<file path="src/sv/tlot_pkg.sv">
// ----------------------------------------------------------------------------
// Overload trip unit package
// Shared types, register map and defaults for the overload trip unit.
// ----------------------------------------------------------------------------
package tlot_pkg;

  // data widths
  localparam int unsigned PWR_W   = 16;
  localparam int unsigned TICK_W  = 16;
  localparam int unsigned PADDR_W = 5;
  localparam int unsigned PDATA_W = 32;

  // defaults for top-level parameters
  localparam int unsigned ALARM_DELAY_DEF = 5;
  localparam int unsigned QUEUE_DEPTH_DEF = 2;

  // register indexes (byte address / 4)
  localparam logic [2:0] REG_ENABLE      = 3'd0;
  localparam logic [2:0] REG_L1_THRESH   = 3'd1;
  localparam logic [2:0] REG_L1_TRIP     = 3'd2;
  localparam logic [2:0] REG_L2_THRESH   = 3'd3;
  localparam logic [2:0] REG_L2_TRIP     = 3'd4;
  localparam logic [2:0] REG_L3_THRESH   = 3'd5;

  // reset values
  localparam logic [PWR_W-1:0]  L1_THRESH_RST = 16'd110;
  localparam logic [TICK_W-1:0] L1_TRIP_RST   = 16'd600;
  localparam logic [PWR_W-1:0]  L2_THRESH_RST = 16'd120;
  localparam logic [TICK_W-1:0] L2_TRIP_RST   = 16'd60;
  localparam logic [PWR_W-1:0]  L3_THRESH_RST = 16'd150;

  // sample class handed from front to back
  typedef enum logic [2:0] {
    CLS_HOLD  = 3'd0,
    CLS_BELOW = 3'd1,
    CLS_ONE   = 3'd2,
    CLS_TWO   = 3'd3,
    CLS_THREE = 3'd4
  } cls_e;

  localparam int unsigned CLS_W = $bits(cls_e);

  typedef enum logic [1:0] {
    LVL_NONE  = 2'd0,
    LVL_ONE   = 2'd1,
    LVL_TWO   = 2'd2,
    LVL_THREE = 2'd3
  } level_e;

  typedef enum logic [1:0] {
    EVT_NONE  = 2'd0,
    EVT_ONE   = 2'd1,
    EVT_TWO   = 2'd2,
    EVT_THREE = 2'd3
  } event_e;

  // configuration register set
  typedef struct packed {
    logic              enable;
    logic [PWR_W-1:0]  l1_thresh;
    logic [TICK_W-1:0] l1_trip;
    logic [PWR_W-1:0]  l2_thresh;
    logic [TICK_W-1:0] l2_trip;
    logic [PWR_W-1:0]  l3_thresh;
  } cfg_t;

  // one result word
  typedef struct packed {
    event_e evt;
    logic   shutdown;
    logic   alarm_two;
    logic   alarm_one;
    level_e level;
  } res_t;

endpackage

</file>
<file path="src/sv/tlot_regs.sv">
// ----------------------------------------------------------------------------
// Overload trip unit register file
// APB-style configuration registers, always ready, zero-wait reads.
// ----------------------------------------------------------------------------
module tlot_regs
  import tlot_pkg::*;
(
  input  logic               clk_i,
  input  logic               rst_ni,
  input  logic               psel,
  input  logic               penable,
  input  logic               pwrite,
  input  logic [PADDR_W-1:0] paddr,
  input  logic [PDATA_W-1:0] pwdata,
  output logic [PDATA_W-1:0] prdata,
  output logic               pready,
  output cfg_t               cfg_o
);

  cfg_t       cfg_q, cfg_d;
  logic       wr_en;
  logic [2:0] reg_idx;

  assign pready  = 1'b1;
  assign wr_en   = psel & penable & pwrite;
  assign reg_idx = paddr[PADDR_W-1:2];

  // register write decode
  always_comb begin
    cfg_d = cfg_q;
    if (wr_en) begin
      case (reg_idx)
        REG_ENABLE:    cfg_d.enable    = pwdata[0];
        REG_L1_THRESH: cfg_d.l1_thresh = pwdata[PWR_W-1:0];
        REG_L1_TRIP:   cfg_d.l1_trip   = pwdata[TICK_W-1:0];
        REG_L2_THRESH: cfg_d.l2_thresh = pwdata[PWR_W-1:0];
        REG_L2_TRIP:   cfg_d.l2_trip   = pwdata[TICK_W-1:0];
        REG_L3_THRESH: cfg_d.l3_thresh = pwdata[PWR_W-1:0];
        default:       cfg_d = cfg_q;
      endcase
    end
  end

  always_ff @(posedge clk_i or negedge rst_ni) begin
    if (!rst_ni) begin
      cfg_q.enable    <= 1'b0;
      cfg_q.l1_thresh <= L1_THRESH_RST;
      cfg_q.l1_trip   <= L1_TRIP_RST;
      cfg_q.l2_thresh <= L2_THRESH_RST;
      cfg_q.l2_trip   <= L2_TRIP_RST;
      cfg_q.l3_thresh <= L3_THRESH_RST;
    end else begin
      cfg_q <= cfg_d;
    end
  end

  // read mux; thresholds read back as stored 16-bit words
  always_comb begin
    case (reg_idx)
      REG_ENABLE:    prdata = {{(PDATA_W-1){1'b0}}, cfg_q.enable};
      REG_L1_THRESH: prdata = {{(PDATA_W-PWR_W){1'b0}}, cfg_q.l1_thresh};
      REG_L1_TRIP:   prdata = {{(PDATA_W-TICK_W){1'b0}}, cfg_q.l1_trip};
      REG_L2_THRESH: prdata = {{(PDATA_W-PWR_W){1'b0}}, cfg_q.l2_thresh};
      REG_L2_TRIP:   prdata = {{(PDATA_W-TICK_W){1'b0}}, cfg_q.l2_trip};
      REG_L3_THRESH: prdata = {{(PDATA_W-PWR_W){1'b0}}, cfg_q.l3_thresh};
      default:       prdata = '0;
    endcase
  end

  assign cfg_o = cfg_q;

endmodule

</file>
<file path="src/sv/tlot_classify.sv">
// ----------------------------------------------------------------------------
// Overload trip unit front end
// Accepts power samples and sorts each one into its overload band.
// ----------------------------------------------------------------------------
module tlot_classify
  import tlot_pkg::*;
(
  input  logic             s_axis_tvalid,
  output logic             s_axis_tready,
  input  logic [PWR_W-1:0] power_sample_i,
  input  cfg_t             cfg_i,
  input  logic             q_full_i,
  output logic             q_push_o,
  output cls_e             q_cls_o
);

  logic signed [PWR_W-1:0] pwr;
  logic ge_l1, ge_l2, ge_l3;

  assign pwr   = $signed(power_sample_i);
  assign ge_l1 = pwr >= $signed(cfg_i.l1_thresh);
  assign ge_l2 = pwr >= $signed(cfg_i.l2_thresh);
  assign ge_l3 = pwr >= $signed(cfg_i.l3_thresh);

  // accept whenever the queue has room
  assign s_axis_tready = ~q_full_i;
  assign q_push_o      = s_axis_tvalid & ~q_full_i;

  // hold when disabled, else band priority: one, two, three, then below
  always_comb begin
    if (!cfg_i.enable)          q_cls_o = CLS_HOLD;
    else if (ge_l1 && !ge_l2)   q_cls_o = CLS_ONE;
    else if (ge_l2 && !ge_l3)   q_cls_o = CLS_TWO;
    else if (ge_l3)             q_cls_o = CLS_THREE;
    else                        q_cls_o = CLS_BELOW;
  end

endmodule

</file>
<file path="src/sv/tlot_queue.sv">
// ----------------------------------------------------------------------------
// Overload trip unit queue
// Short register FIFO between the classifier and the timer stage.
// ----------------------------------------------------------------------------
module tlot_queue
  import tlot_pkg::*;
#(
  parameter int unsigned WIDTH = CLS_W,
  parameter int unsigned DEPTH = QUEUE_DEPTH_DEF
) (
  input  logic             clk_i,
  input  logic             rst_ni,
  input  logic             push_i,
  input  logic [WIDTH-1:0] push_data_i,
  input  logic             pop_i,
  output logic [WIDTH-1:0] pop_data_o,
  output logic             full_o,
  output logic             empty_o
);

  localparam int unsigned PTR_W = (DEPTH > 1) ? $clog2(DEPTH) : 1;
  localparam int unsigned CNT_W = $clog2(DEPTH + 1);

  logic [WIDTH-1:0] mem_q [DEPTH];
  logic [PTR_W-1:0] wr_ptr_q, wr_ptr_d, rd_ptr_q, rd_ptr_d;
  logic [CNT_W-1:0] cnt_q, cnt_d;
  logic             do_push, do_pop;

  assign full_o     = cnt_q == CNT_W'(DEPTH);
  assign empty_o    = cnt_q == '0;
  assign do_push    = push_i & ~full_o;
  assign do_pop     = pop_i & ~empty_o;
  assign pop_data_o = mem_q[rd_ptr_q];

  // pointer wrap and fill count
  always_comb begin
    wr_ptr_d = wr_ptr_q;
    rd_ptr_d = rd_ptr_q;
    cnt_d    = cnt_q;
    if (do_push) begin
      wr_ptr_d = (wr_ptr_q == PTR_W'(DEPTH - 1)) ? '0 : wr_ptr_q + 1'b1;
    end
    if (do_pop) begin
      rd_ptr_d = (rd_ptr_q == PTR_W'(DEPTH - 1)) ? '0 : rd_ptr_q + 1'b1;
    end
    if (do_push && !do_pop)      cnt_d = cnt_q + 1'b1;
    else if (!do_push && do_pop) cnt_d = cnt_q - 1'b1;
  end

  always_ff @(posedge clk_i or negedge rst_ni) begin
    if (!rst_ni) begin
      wr_ptr_q <= '0;
      rd_ptr_q <= '0;
      cnt_q    <= '0;
    end else begin
      wr_ptr_q <= wr_ptr_d;
      rd_ptr_q <= rd_ptr_d;
      cnt_q    <= cnt_d;
    end
  end

  // storage, no reset
  always_ff @(posedge clk_i) begin
    if (do_push) mem_q[wr_ptr_q] <= push_data_i;
  end

endmodule

</file>
<file path="src/sv/tlot_timer.sv">
// ----------------------------------------------------------------------------
// Overload trip unit back end
// Band timers, latched level, sticky alarms and the registered result word.
// ----------------------------------------------------------------------------
module tlot_timer
  import tlot_pkg::*;
#(
  parameter int unsigned ALARM_DELAY_TICKS = ALARM_DELAY_DEF
) (
  input  logic clk_i,
  input  logic rst_ni,
  input  cfg_t cfg_i,
  input  logic q_empty_i,
  input  cls_e q_cls_i,
  output logic q_pop_o,
  output logic m_axis_tvalid,
  input  logic m_axis_tready,
  output res_t res_o
);

  localparam logic [TICK_W-1:0] DELAY = TICK_W'(ALARM_DELAY_TICKS);
  localparam logic [TICK_W-1:0] TICK_MAX = '1;

  logic [TICK_W-1:0] b1_q, b1_d, b2_q, b2_d, t1, t2;
  level_e            lvl_q, lvl_d;
  logic              a1_q, a1_d, a2_q, a2_d;
  logic              pulse;
  event_e            evt;
  logic              vld_q;
  res_t              res_q;

  // take a word when the output slot is free or being drained
  assign q_pop_o = ~q_empty_i & (~vld_q | m_axis_tready);

  // saturating band counts
  assign t1 = (b1_q == TICK_MAX) ? TICK_MAX : b1_q + 1'b1;
  assign t2 = (b2_q == TICK_MAX) ? TICK_MAX : b2_q + 1'b1;

  // per-sample state update
  always_comb begin
    b1_d  = b1_q;
    b2_d  = b2_q;
    lvl_d = lvl_q;
    a1_d  = a1_q;
    a2_d  = a2_q;
    pulse = 1'b0;
    evt   = EVT_NONE;
    case (q_cls_i)
      CLS_HOLD: begin
      end
      CLS_ONE: begin
        b2_d = '0;
        b1_d = t1;
        if (t1 >= DELAY) begin
          lvl_d = LVL_ONE;
          a1_d  = 1'b1;
        end
        if (t1 > cfg_i.l1_trip) begin
          pulse = 1'b1;
          evt   = EVT_ONE;
          b1_d  = '0;
        end
      end
      CLS_TWO: begin
        b1_d = '0;
        b2_d = t2;
        if (t2 >= DELAY) begin
          lvl_d = LVL_TWO;
          a2_d  = 1'b1;
        end
        if (t2 > cfg_i.l2_trip) begin
          pulse = 1'b1;
          evt   = EVT_TWO;
          b2_d  = '0;
        end
      end
      CLS_THREE: begin
        b1_d  = '0;
        b2_d  = '0;
        lvl_d = LVL_THREE;
        pulse = 1'b1;
        evt   = EVT_THREE;
      end
      CLS_BELOW: begin
        b1_d  = '0;
        b2_d  = '0;
        lvl_d = LVL_NONE;
        a1_d  = 1'b0;
        a2_d  = 1'b0;
      end
      default: begin
      end
    endcase
  end

  // state and output valid
  always_ff @(posedge clk_i or negedge rst_ni) begin
    if (!rst_ni) begin
      b1_q  <= '0;
      b2_q  <= '0;
      lvl_q <= LVL_NONE;
      a1_q  <= 1'b0;
      a2_q  <= 1'b0;
      vld_q <= 1'b0;
    end else begin
      if (q_pop_o) begin
        b1_q  <= b1_d;
        b2_q  <= b2_d;
        lvl_q <= lvl_d;
        a1_q  <= a1_d;
        a2_q  <= a2_d;
        vld_q <= 1'b1;
      end else if (m_axis_tready) begin
        vld_q <= 1'b0;
      end
    end
  end

  // result word
  always_ff @(posedge clk_i) begin
    if (q_pop_o) begin
      res_q.level     <= lvl_d;
      res_q.alarm_one <= a1_d;
      res_q.alarm_two <= a2_d;
      res_q.shutdown  <= pulse;
      res_q.evt       <= evt;
    end
  end

  assign m_axis_tvalid = vld_q;
  assign res_o         = res_q;

endmodule

</file>
<file path="src/sv/three_level_overload_trip_unit.sv">
// ----------------------------------------------------------------------------
// Three-level overload trip unit
// Classifies power samples into overload bands and times them to alarm/trip.
// ----------------------------------------------------------------------------
// Each accepted sample waits in the queue until the timer-update stage pops it
// and registers its result word.
// Throughput: one sample per cycle while the result side does not stall, bounded by the single timer-update stage.
// A two-entry queue lets input and output stall independently.
// Reset (rst_ni low, asynchronous): timers, level and alarms clear, queue
// empties, registers return to their defaults (protection disabled).
module three_level_overload_trip_unit
  import tlot_pkg::*;
#(
  parameter int unsigned ALARM_DELAY_TICKS = ALARM_DELAY_DEF,
  parameter int unsigned QUEUE_DEPTH       = QUEUE_DEPTH_DEF
) (
  input  logic               clk_i,
  input  logic               rst_ni,
  // config
  input  logic               psel,
  input  logic               penable,
  input  logic               pwrite,
  input  logic [PADDR_W-1:0] paddr,
  input  logic [PDATA_W-1:0] pwdata,
  output logic [PDATA_W-1:0] prdata,
  output logic               pready,
  // sample stream
  input  logic               s_axis_tvalid,
  output logic               s_axis_tready,
  input  logic [15:0]        s_axis_tdata,  // [15:0] power_sample
  // result stream
  output logic               m_axis_tvalid,
  input  logic               m_axis_tready,
  output logic [7:0]         m_axis_tdata   // [1:0] active_level, [2] alarm_one,
                                            // [3] alarm_two, [4] shutdown_pulse,
                                            // [6:5] event_code, [7] zero
);

  cfg_t cfg;
  logic q_push, q_pop, q_full, q_empty;
  cls_e push_cls, pop_cls;
  logic [CLS_W-1:0] pop_bits;
  res_t res;

  tlot_regs u_regs (
    .clk_i   (clk_i),
    .rst_ni  (rst_ni),
    .psel    (psel),
    .penable (penable),
    .pwrite  (pwrite),
    .paddr   (paddr),
    .pwdata  (pwdata),
    .prdata  (prdata),
    .pready  (pready),
    .cfg_o   (cfg)
  );

  tlot_classify u_classify (
    .s_axis_tvalid  (s_axis_tvalid),
    .s_axis_tready  (s_axis_tready),
    .power_sample_i (s_axis_tdata[PWR_W-1:0]),
    .cfg_i          (cfg),
    .q_full_i       (q_full),
    .q_push_o       (q_push),
    .q_cls_o        (push_cls)
  );

  tlot_queue #(
    .WIDTH (CLS_W),
    .DEPTH (QUEUE_DEPTH)
  ) u_queue (
    .clk_i       (clk_i),
    .rst_ni      (rst_ni),
    .push_i      (q_push),
    .push_data_i (push_cls),
    .pop_i       (q_pop),
    .pop_data_o  (pop_bits),
    .full_o      (q_full),
    .empty_o     (q_empty)
  );

  assign pop_cls = cls_e'(pop_bits);

  tlot_timer #(
    .ALARM_DELAY_TICKS (ALARM_DELAY_TICKS)
  ) u_timer (
    .clk_i         (clk_i),
    .rst_ni        (rst_ni),
    .cfg_i         (cfg),
    .q_empty_i     (q_empty),
    .q_cls_i       (pop_cls),
    .q_pop_o       (q_pop),
    .m_axis_tvalid (m_axis_tvalid),
    .m_axis_tready (m_axis_tready),
    .res_o         (res)
  );

  assign m_axis_tdata = {1'b0, res};

endmodule

</file>
<file path="config.mk">
export PLATFORM = sky130hd
export DESIGN_NAME = three_level_overload_trip_unit
export DESIGN_NICKNAME = d
export VERILOG_FILES = /design/src/sv/tlot_pkg.sv /design/src/sv/tlot_regs.sv /design/src/sv/tlot_classify.sv /design/src/sv/tlot_queue.sv /design/src/sv/tlot_timer.sv /design/src/sv/three_level_overload_trip_unit.sv
export SDC_FILE = /design/constraint.sdc
export NUM_CORES = 1
export LEC_CHECK = 0
export BUFFER_PORTS_ARGS = -buffer_cell sky130_fd_sc_hd__clkbuf_2
export CAP_MARGIN = 10
export CORE_MARGIN = 2
export CORE_UTILIZATION = 40
export CTS_BUF_LIST = sky130_fd_sc_hd__clkbuf_4
export CTS_CLUSTER_DIAMETER = 30
export DETAILED_ROUTE_END_ITERATION = 12
export PLACE_DENSITY = 0.67
export SLEW_MARGIN = 20
export SYNTH_ARGS = -nofsm -noshare
export SYNTH_HDL_FRONTEND = slang
export SYNTH_SLANG_ARGS = --single-unit
</file>
<file path="constraint.sdc">
create_clock -name clk_i -period 3.3 [get_ports clk_i]
set_clock_uncertainty 0.1 [all_clocks]
set_input_delay 0.33 -clock clk_i [delete_from_list [all_inputs] [get_ports clk_i]]
set_output_delay 0.33 -clock clk_i [all_outputs]
set_load 0.03 [all_outputs]
</file>
# --- Yosys cells after proc, flatten, opt, wreduce, memory -nomap -nowiden ---
# Memory sizes are Yosys's and may differ from the RTL's.
# Index checks and enable logic that the tools add are counted.
totals:
  register_bits: 129
  memories: 1
  wordCells: 112
  mem_bits_rw: 6
  out_inout_bits: 43
  in_bits: 60
op_classes:
  reduce_logical: 24
  order_cmp: 7
  bitwise: 10
  n_addsub: 6
  mux: 32
  n_eq_ne: 12
mem_list:
  columns: ["name", "depth", "word_bits", "rd", "rd_ports_with_merged_regs", "write_ports", "line_no", "text"]
  rows:
  - ["u_queue.mem_q", 2, 3, 1, 0, 1, "tlot_queue.sv:24", "logic [WIDTH-1:0] mem_q [DEPTH];"]
op_table:
  columns: ["op", "n"]
  rows:
  - ["16-bit one-hot mux with 6 select lines", 1]
  - ["16-bit two-way mux", 4]
  - ["16-bit one-hot mux with 2 select lines", 2]
  - ["16-bit >= comparator", 3]
  - ["16-bit by 1-bit adder with 16-bit output (second input constant)", 2]
  - ["16-bit == test (second input constant)", 2]
  - ["16-bit by 3-bit >= comparator with 1-bit output (second input constant)", 2]
  - ["16-bit greater-than comparator", 2]
  - ["2-bit AND reduction", 8]
  - ["3-bit by 2-bit == test with 1-bit output (second input constant)", 4]
  - ["3-bit two-way mux", 4]
  - ["1-bit two-way mux", 11]
  - ["2-bit two-way mux", 5]
  - ["3-bit == test (second input constant)", 3]
  - ["2-bit one-hot mux with 4 select lines", 1]
  - ["2-bit nonzero test", 4]
  - ["1-bit AND", 6]
  - ["3-bit by 1-bit == test with 1-bit output (second input constant)", 2]
  - ["2-bit one-hot mux with 3 select lines", 1]
  - ["3-bit OR reduction", 2]
  - ["1-bit logical AND", 4]
  - ["1-bit logical NOT", 4]
  - ["1-bit one-hot mux with 2 select lines", 2]
  - ["3-bit logical NOT", 1]
  - ["8 further kinds", 11]

# --- Logic depth before layout (Yosys ltp) ---
logic_depth:
  ltp_word: 8
  ltp_mapped: 16
  mapped_depth_nobuf: 14

# --- By module ---
# Synthesis repeated with hierarchy kept, for this count alone.
hier_totals:
  cells_unflattened: 941
  hier_area_um2: 9357.7
by_module_without_submodules:
  columns: ["module", "seq_area_each_um2", "cells_per_inst", "area_per_inst_um2", "instances"]
  rows:
  - ["tlot_regs", 2053.2, 291, 3948.8, 1]
  - ["tlot_timer", 1136.1, 444, 3694.8, 1]
  - ["tlot_classify", 0.0, 176, 1292.5, 1]
  - ["tlot_queue", 280.3, 28, 410.4, 1]
  - ["three_level_overload_trip_unit", 0.0, 2, 11.3, 1]

# --- Least setup slack after synthesis ---
# Ideal clock, no wire load.
synth_timing:
  path_type: "register to register"
  startpoint: "register u_timer.b1_q[0]"
  endpoint: "register u_timer.b1_q[10]"
  arrival_time_ns: 3.416
  setup_ns: 0.066
  period_less_slack_ns: 3.582
  path_stages_with_launch: 15
  path_buffers: 2
  required_ns: 3.134
  slack_ns: -0.282
  cell_sequence: "dfrtp_1 ha_1 clkbuf_1 nand3_1 nor4_1 mux2_2 ha_1 nand3_1 nor2_1 a211o_1 o311ai_0 a21oi_1 nor2_1 clkbuf_1 a22o_1"
synth_between:
  elab_chain_len: 5
  word_cells_on_any_way: 6
  classes_between: "add/sub (1); order compare (1); eq/ne (1); mux (3)"
synth_lines:
  columns: ["element", "line_no", "text"]
  rows:
  - ["start, declared", "tlot_timer.sv:24", "logic [TICK_W-1:0] b1_q, b1_d, b2_q, b2_d, t1, t2;"]
  - ["start signal, assigned", "tlot_timer.sv:99", "b1_q <= '0;"]
  - ["start signal, assigned", "tlot_timer.sv:107", "b1_q <= b1_d;"]
  - ["16-bit by 1-bit adder with 16-bit output or 16-bit == test (tied branches)", "tlot_timer.sv:36", "assign t1 = (b1_q == TICK_MAX) ? TICK_MAX : b1_q + 1'b1;"]
  - ["16-bit two-way mux (*)", "tlot_timer.sv:36", null]
  - ["16-bit greater-than comparator", "tlot_timer.sv:58", "if (t1 > cfg_i.l1_trip) begin"]
  - ["16-bit two-way mux (*)", "tlot_timer.sv:58", null]
  - ["16-bit one-hot mux with 2 select lines (*)", "tlot_timer.sv:48", "case (q_cls_i)"]
# Every way passes the cells marked *; elsewhere a longest branch is shown, timed or not.
# A chain may end at the register's enable or synchronous reset.

# --- Worst setup path after layout ---
layout_timing:
  startpoint: "register u_timer.b2_q[0]"
  endpoint: "register u_timer.b2_q[10]"
layout_between:
  elab_chain_len: 5
  word_cells_on_any_way: 6
  classes_between: "add/sub (1); order compare (1); eq/ne (1); mux (3)"
layout_lines:
  columns: ["element", "line_no", "text"]
  rows:
  - ["start, declared", "tlot_timer.sv:24", null]
  - ["start signal, assigned", "tlot_timer.sv:100", "b2_q <= '0;"]
  - ["start signal, assigned", "tlot_timer.sv:108", "b2_q <= b2_d;"]
  - ["16-bit by 1-bit adder with 16-bit output or 16-bit == test (tied branches)", "tlot_timer.sv:37", "assign t2 = (b2_q == TICK_MAX) ? TICK_MAX : b2_q + 1'b1;"]
  - ["16-bit two-way mux (*)", "tlot_timer.sv:37", null]
  - ["16-bit greater-than comparator", "tlot_timer.sv:71", "if (t2 > cfg_i.l2_trip) begin"]
  - ["16-bit two-way mux (*)", "tlot_timer.sv:71", null]
  - ["16-bit one-hot mux with 2 select lines (*)", "tlot_timer.sv:48", null]
# Marked as above.

==> results.cfg <==
[run_status]
status = finished with violations
violations = setup timing

[yosys]
synth.largest_area_cell = dfrtp_1
postSynthCellCount = 1003
synth-seq-cells = 135
synth_cell_type_count = 80
synthSimpleGateAreaFrac = 0.150
synth_ff_type = dfrtp_1
synthMuxAreaShare = 0.0770
async_reset_ff_frac = 0.904
synthAdderAreaFrac = 0.113
netlist_top_cells_area = dfrtp_1 28%, ha_1 11%, dfstp_2 6.1%, o21ai_0 4.7%, nand2_1 4.7%
synth_edf_count = 13
synth_top_family_by_area = compound AO/OA/AOI/OAI gates
syn_area_mm2 = 0.00908
synth_xor_area_frac = 0.0251
synth_warnings = 0
synth_top_area_share = 0.278
synth_compound_area_frac = 0.177
avgSynthCellArea_um2 = 9.06
ys_seq_area_frac = 0.382

[global_routing]
first_global_vias = 7888
use_met2 = 0.354
grt_use_total = 0.213
grt-busiest-layer = met2
grt_pass1_wl_um = 40200
grt_max_degree = 63
use_met1 = 0.282
use_met3 = 0.0331
antenna_found_initial = 1
grt_overflow = 0

[floorplanning]
rows = 55
die_w_um = 155
core_mm2 = 0.0224
ioPinCount = 103
fp.dieH_um = 155
die_area_mm2 = 0.0239
start_util = 0.405

[cells_and_area]
layout-drive-gt1-share = 0.278
finalCoreUtilization = 0.505
regArea_mm2 = 0.00347
final_cell_mix = 119 x buf_4, 109 x nand2_1, 99 x dfrtp_1, 93 x inv_1, 81 x o21ai_0
final_common_cell = buf_4
layout.cells.non_filler = 1484
fillers = 2087
nNetsFinal = 1326
area_growth_pct = 24.7
multi_input_area_mm2 = 0.00534

[sta]
drv_slew = 0
max_slew_margin = 0.437
post-route-period-util = 1.01
fmax_ghz = 0.300
layout_min_cycle_time_ps = 3330
finalSetupViolCount = 2
rsz0062_at_grt = true
hold_viol_final = 0
setup_ws_ps = -32.4
tightest_slew_ps = 845
finalSetupTns_ps = -33.7
whs_ps = 99.8

[job]
cap_viol_max_count = 0

[pwr]
ir_worst_vdd_v = 0.000245
clockPowerShare = 0.216
p_int_mw = 3.45
power_frac_seq = 0.410
swShare = 0.394
power.density_mw_per_mm2 = 503
cellLeakagePower_nw = 5.47
power.switching_mw = 2.24
comb_power_share = 0.374

[min_path]
hp-class = input port to async pin

[routing]
drt-wirelength-per-cell_um = 17.2
viasPerCell = 5.47
firstDrtPassIters = 7
drt-total-wl_um = 25600
ant_nets = 0
via_count = 8117
drc = 0
drtIter0Drc = 586

[placed_design]
dpl.hpwl_um = 19000
dp.cells = 1414
numPortBuffers = 66
post-place-ws_ps = -270
gp_congestion = 0.913

[critical_path]
slowest_stage = dfrtp_1
worst-path-max-fanout = 4
path_buf_inv = 3
path_class = flip-flop to flip-flop
critical-path-max-stage-delay_ps = 440
worstSetupStartpointType = flip-flop
endpoint_kind = flip-flop
cp.required_ps = 3670
critPathArrivalTime_ps = 3710
crit_chain = ha_4 > nand4_1 > buf_4 > nor4_4 > mux2i_1 > ha_1 > nand4_1 > nor3_2 > mux2i_2 > nand4b_1 > buf_4 > buf_6 > nor2_1 > o32a_1
r2r_slack_ps = -30
critPathTopFamily = simple AND/OR/NAND/NOR gates

[clock_network]
cts_tree = done
cts-root-buf = clkbuf_4
cts_max_path_buffers = 2
cts_num_sinks = 135
cts_buffers = 17
htreeDepth = 4
clk_latency_ps = 580
clkTransAtPathRegs_ps = 130
[power groups by stage]
stage / registers, mW / logic (mW) / clock network [mW]
2_1_floorplan: 2.36 / 1.37 / 0
3_3_place_gp: 2.34 / 1.97 / 0
3_5_place_dp: 2.36 / 2.02 / 0
4_1_cts: 2.33 / 2.07 / 1.25
5_1_grt: 2.38 / 2.36 / 1.34
6_report: 2.33 / 2.13 / 1.23
[metal layers]
metal,up-vias,wire length [um]
li1,3919,-
met1,3947,11500
met2,202,12400
met3,49,1050
met4,0,664
met5,-,0
[logic make-up after synthesis]
kind of cell | count (synthesis)
other cells | 2
flops | 135
compound gates | 249
xor+xnor | 26
simple gates | 287
mux | 66
buf+inv | 156
fa+ha+maj | 82
[stage by stage]
| stage | total power, mW | instance area [um2] |
|---|---|---|
| 2_1_floorplan | 3.74 | 9160 |
| 3_3_place_gp | 4.32 | 10300 |
| 3_5_place_dp | 4.38 | 10300 |
| 4_1_cts | 5.64 | 11000 |
| 5_1_grt | 6.08 | 11300 |
| 6_report | 5.69 | 11300 |
[path summary, 6_finish.rpt]
kind / to / from / cells past startpoint
setup / recovery: u_timer.b2_q[10] / u_timer.b2_q[0] / 14
hold / removal: u_regs.cfg_o[5] / rst_ni / 2
setup reg to reg: u_timer.b2_q[10] / u_timer.b2_q[0] / 14
hold reg to reg: u_queue.wr_ptr_q / u_queue.wr_ptr_q / 1
max in group asynchronous: u_regs.cfg_o[54] / rst_ni / 3
min in group clk_i: u_regs.cfg_o[80] / paddr[3] / 3
[timing repair]
item / CTS / global route
hold buffers: 19 / 0
setup endpoints to repair: 35 / 36
hold endpoints to repair: 164 / 0
pin swaps: 7 / 38
resized for setup: 15 / 60
setup buffers: 9 / 9
[state kept, by name, indices dropped and copies added (netlist names)]
| name | cells |
|---|---|
| u_regs.cfg_o | 81 |
| u_timer.b1_q | 16 |
| u_timer.b2_q | 16 |
| u_timer.res_o | 7 |
| u_queue.mem_q | 6 |
| u_queue.cnt_q | 2 |
| u_timer.lvl_q | 2 |
| u_queue.rd_ptr_q | 1 |
| u_queue.wr_ptr_q | 1 |
| u_timer.a1_q | 1 |
| u_timer.a2_q | 1 |
| u_timer.m_axis_tvalid | 1 |
[worst reg2reg max path, cell delays in order, from the launching register on]
cell	delay, ps
dfrtp_1	440
ha_4	180
nand4_1	220
buf_4	230
nor4_4	130
mux2i_1	300
ha_1	290
nand4_1	190
nor3_2	70
mux2i_2	290
nand4b_1	200
buf_4	150
buf_6	100
nor2_1	40
o32a_1	310
[cells in the mapped netlist, types with 5 or more instances]
cell	instances
xnor2_1	19
ha_1	81
nand2_1	113
mux2_2	27
a22o_1	28
xor2_1	7
clkbuf_1	31
mux2i_1	38
and3_1	6
a211oi_1	5
nand4_1	20
nor3_1	17
nor2b_1	7
buf_1	5
or3_1	5
nor2_1	61
nand3_1	21
buf_4	21
a31oi_1	9
nor4_1	10
edfxtp_1	13
o211ai_1	6
nand2b_1	7
inv_1	93
dfstp_2	21
o21ai_0	85
a21o_1	10
o22ai_1	17
a21oi_1	40
dfrtp_1	101
o21a_1	11
[final cells by class]
| type | instances | area share |
|---|---|---|
| inverters | 94 | 0.0312 |
| clock buffers | 19 | 0.0126 |
| well taps | 285 | 0.0315 |
| flip-flops and latches | 135 | 0.307 |
| repair buffers | 209 | 0.131 |
| diodes | 1 | 0.000221 |
| clock inverters | 13 | 0.0148 |
| multi-input cells | 728 | 0.472 |
Power figures use the tool's default switching activity.
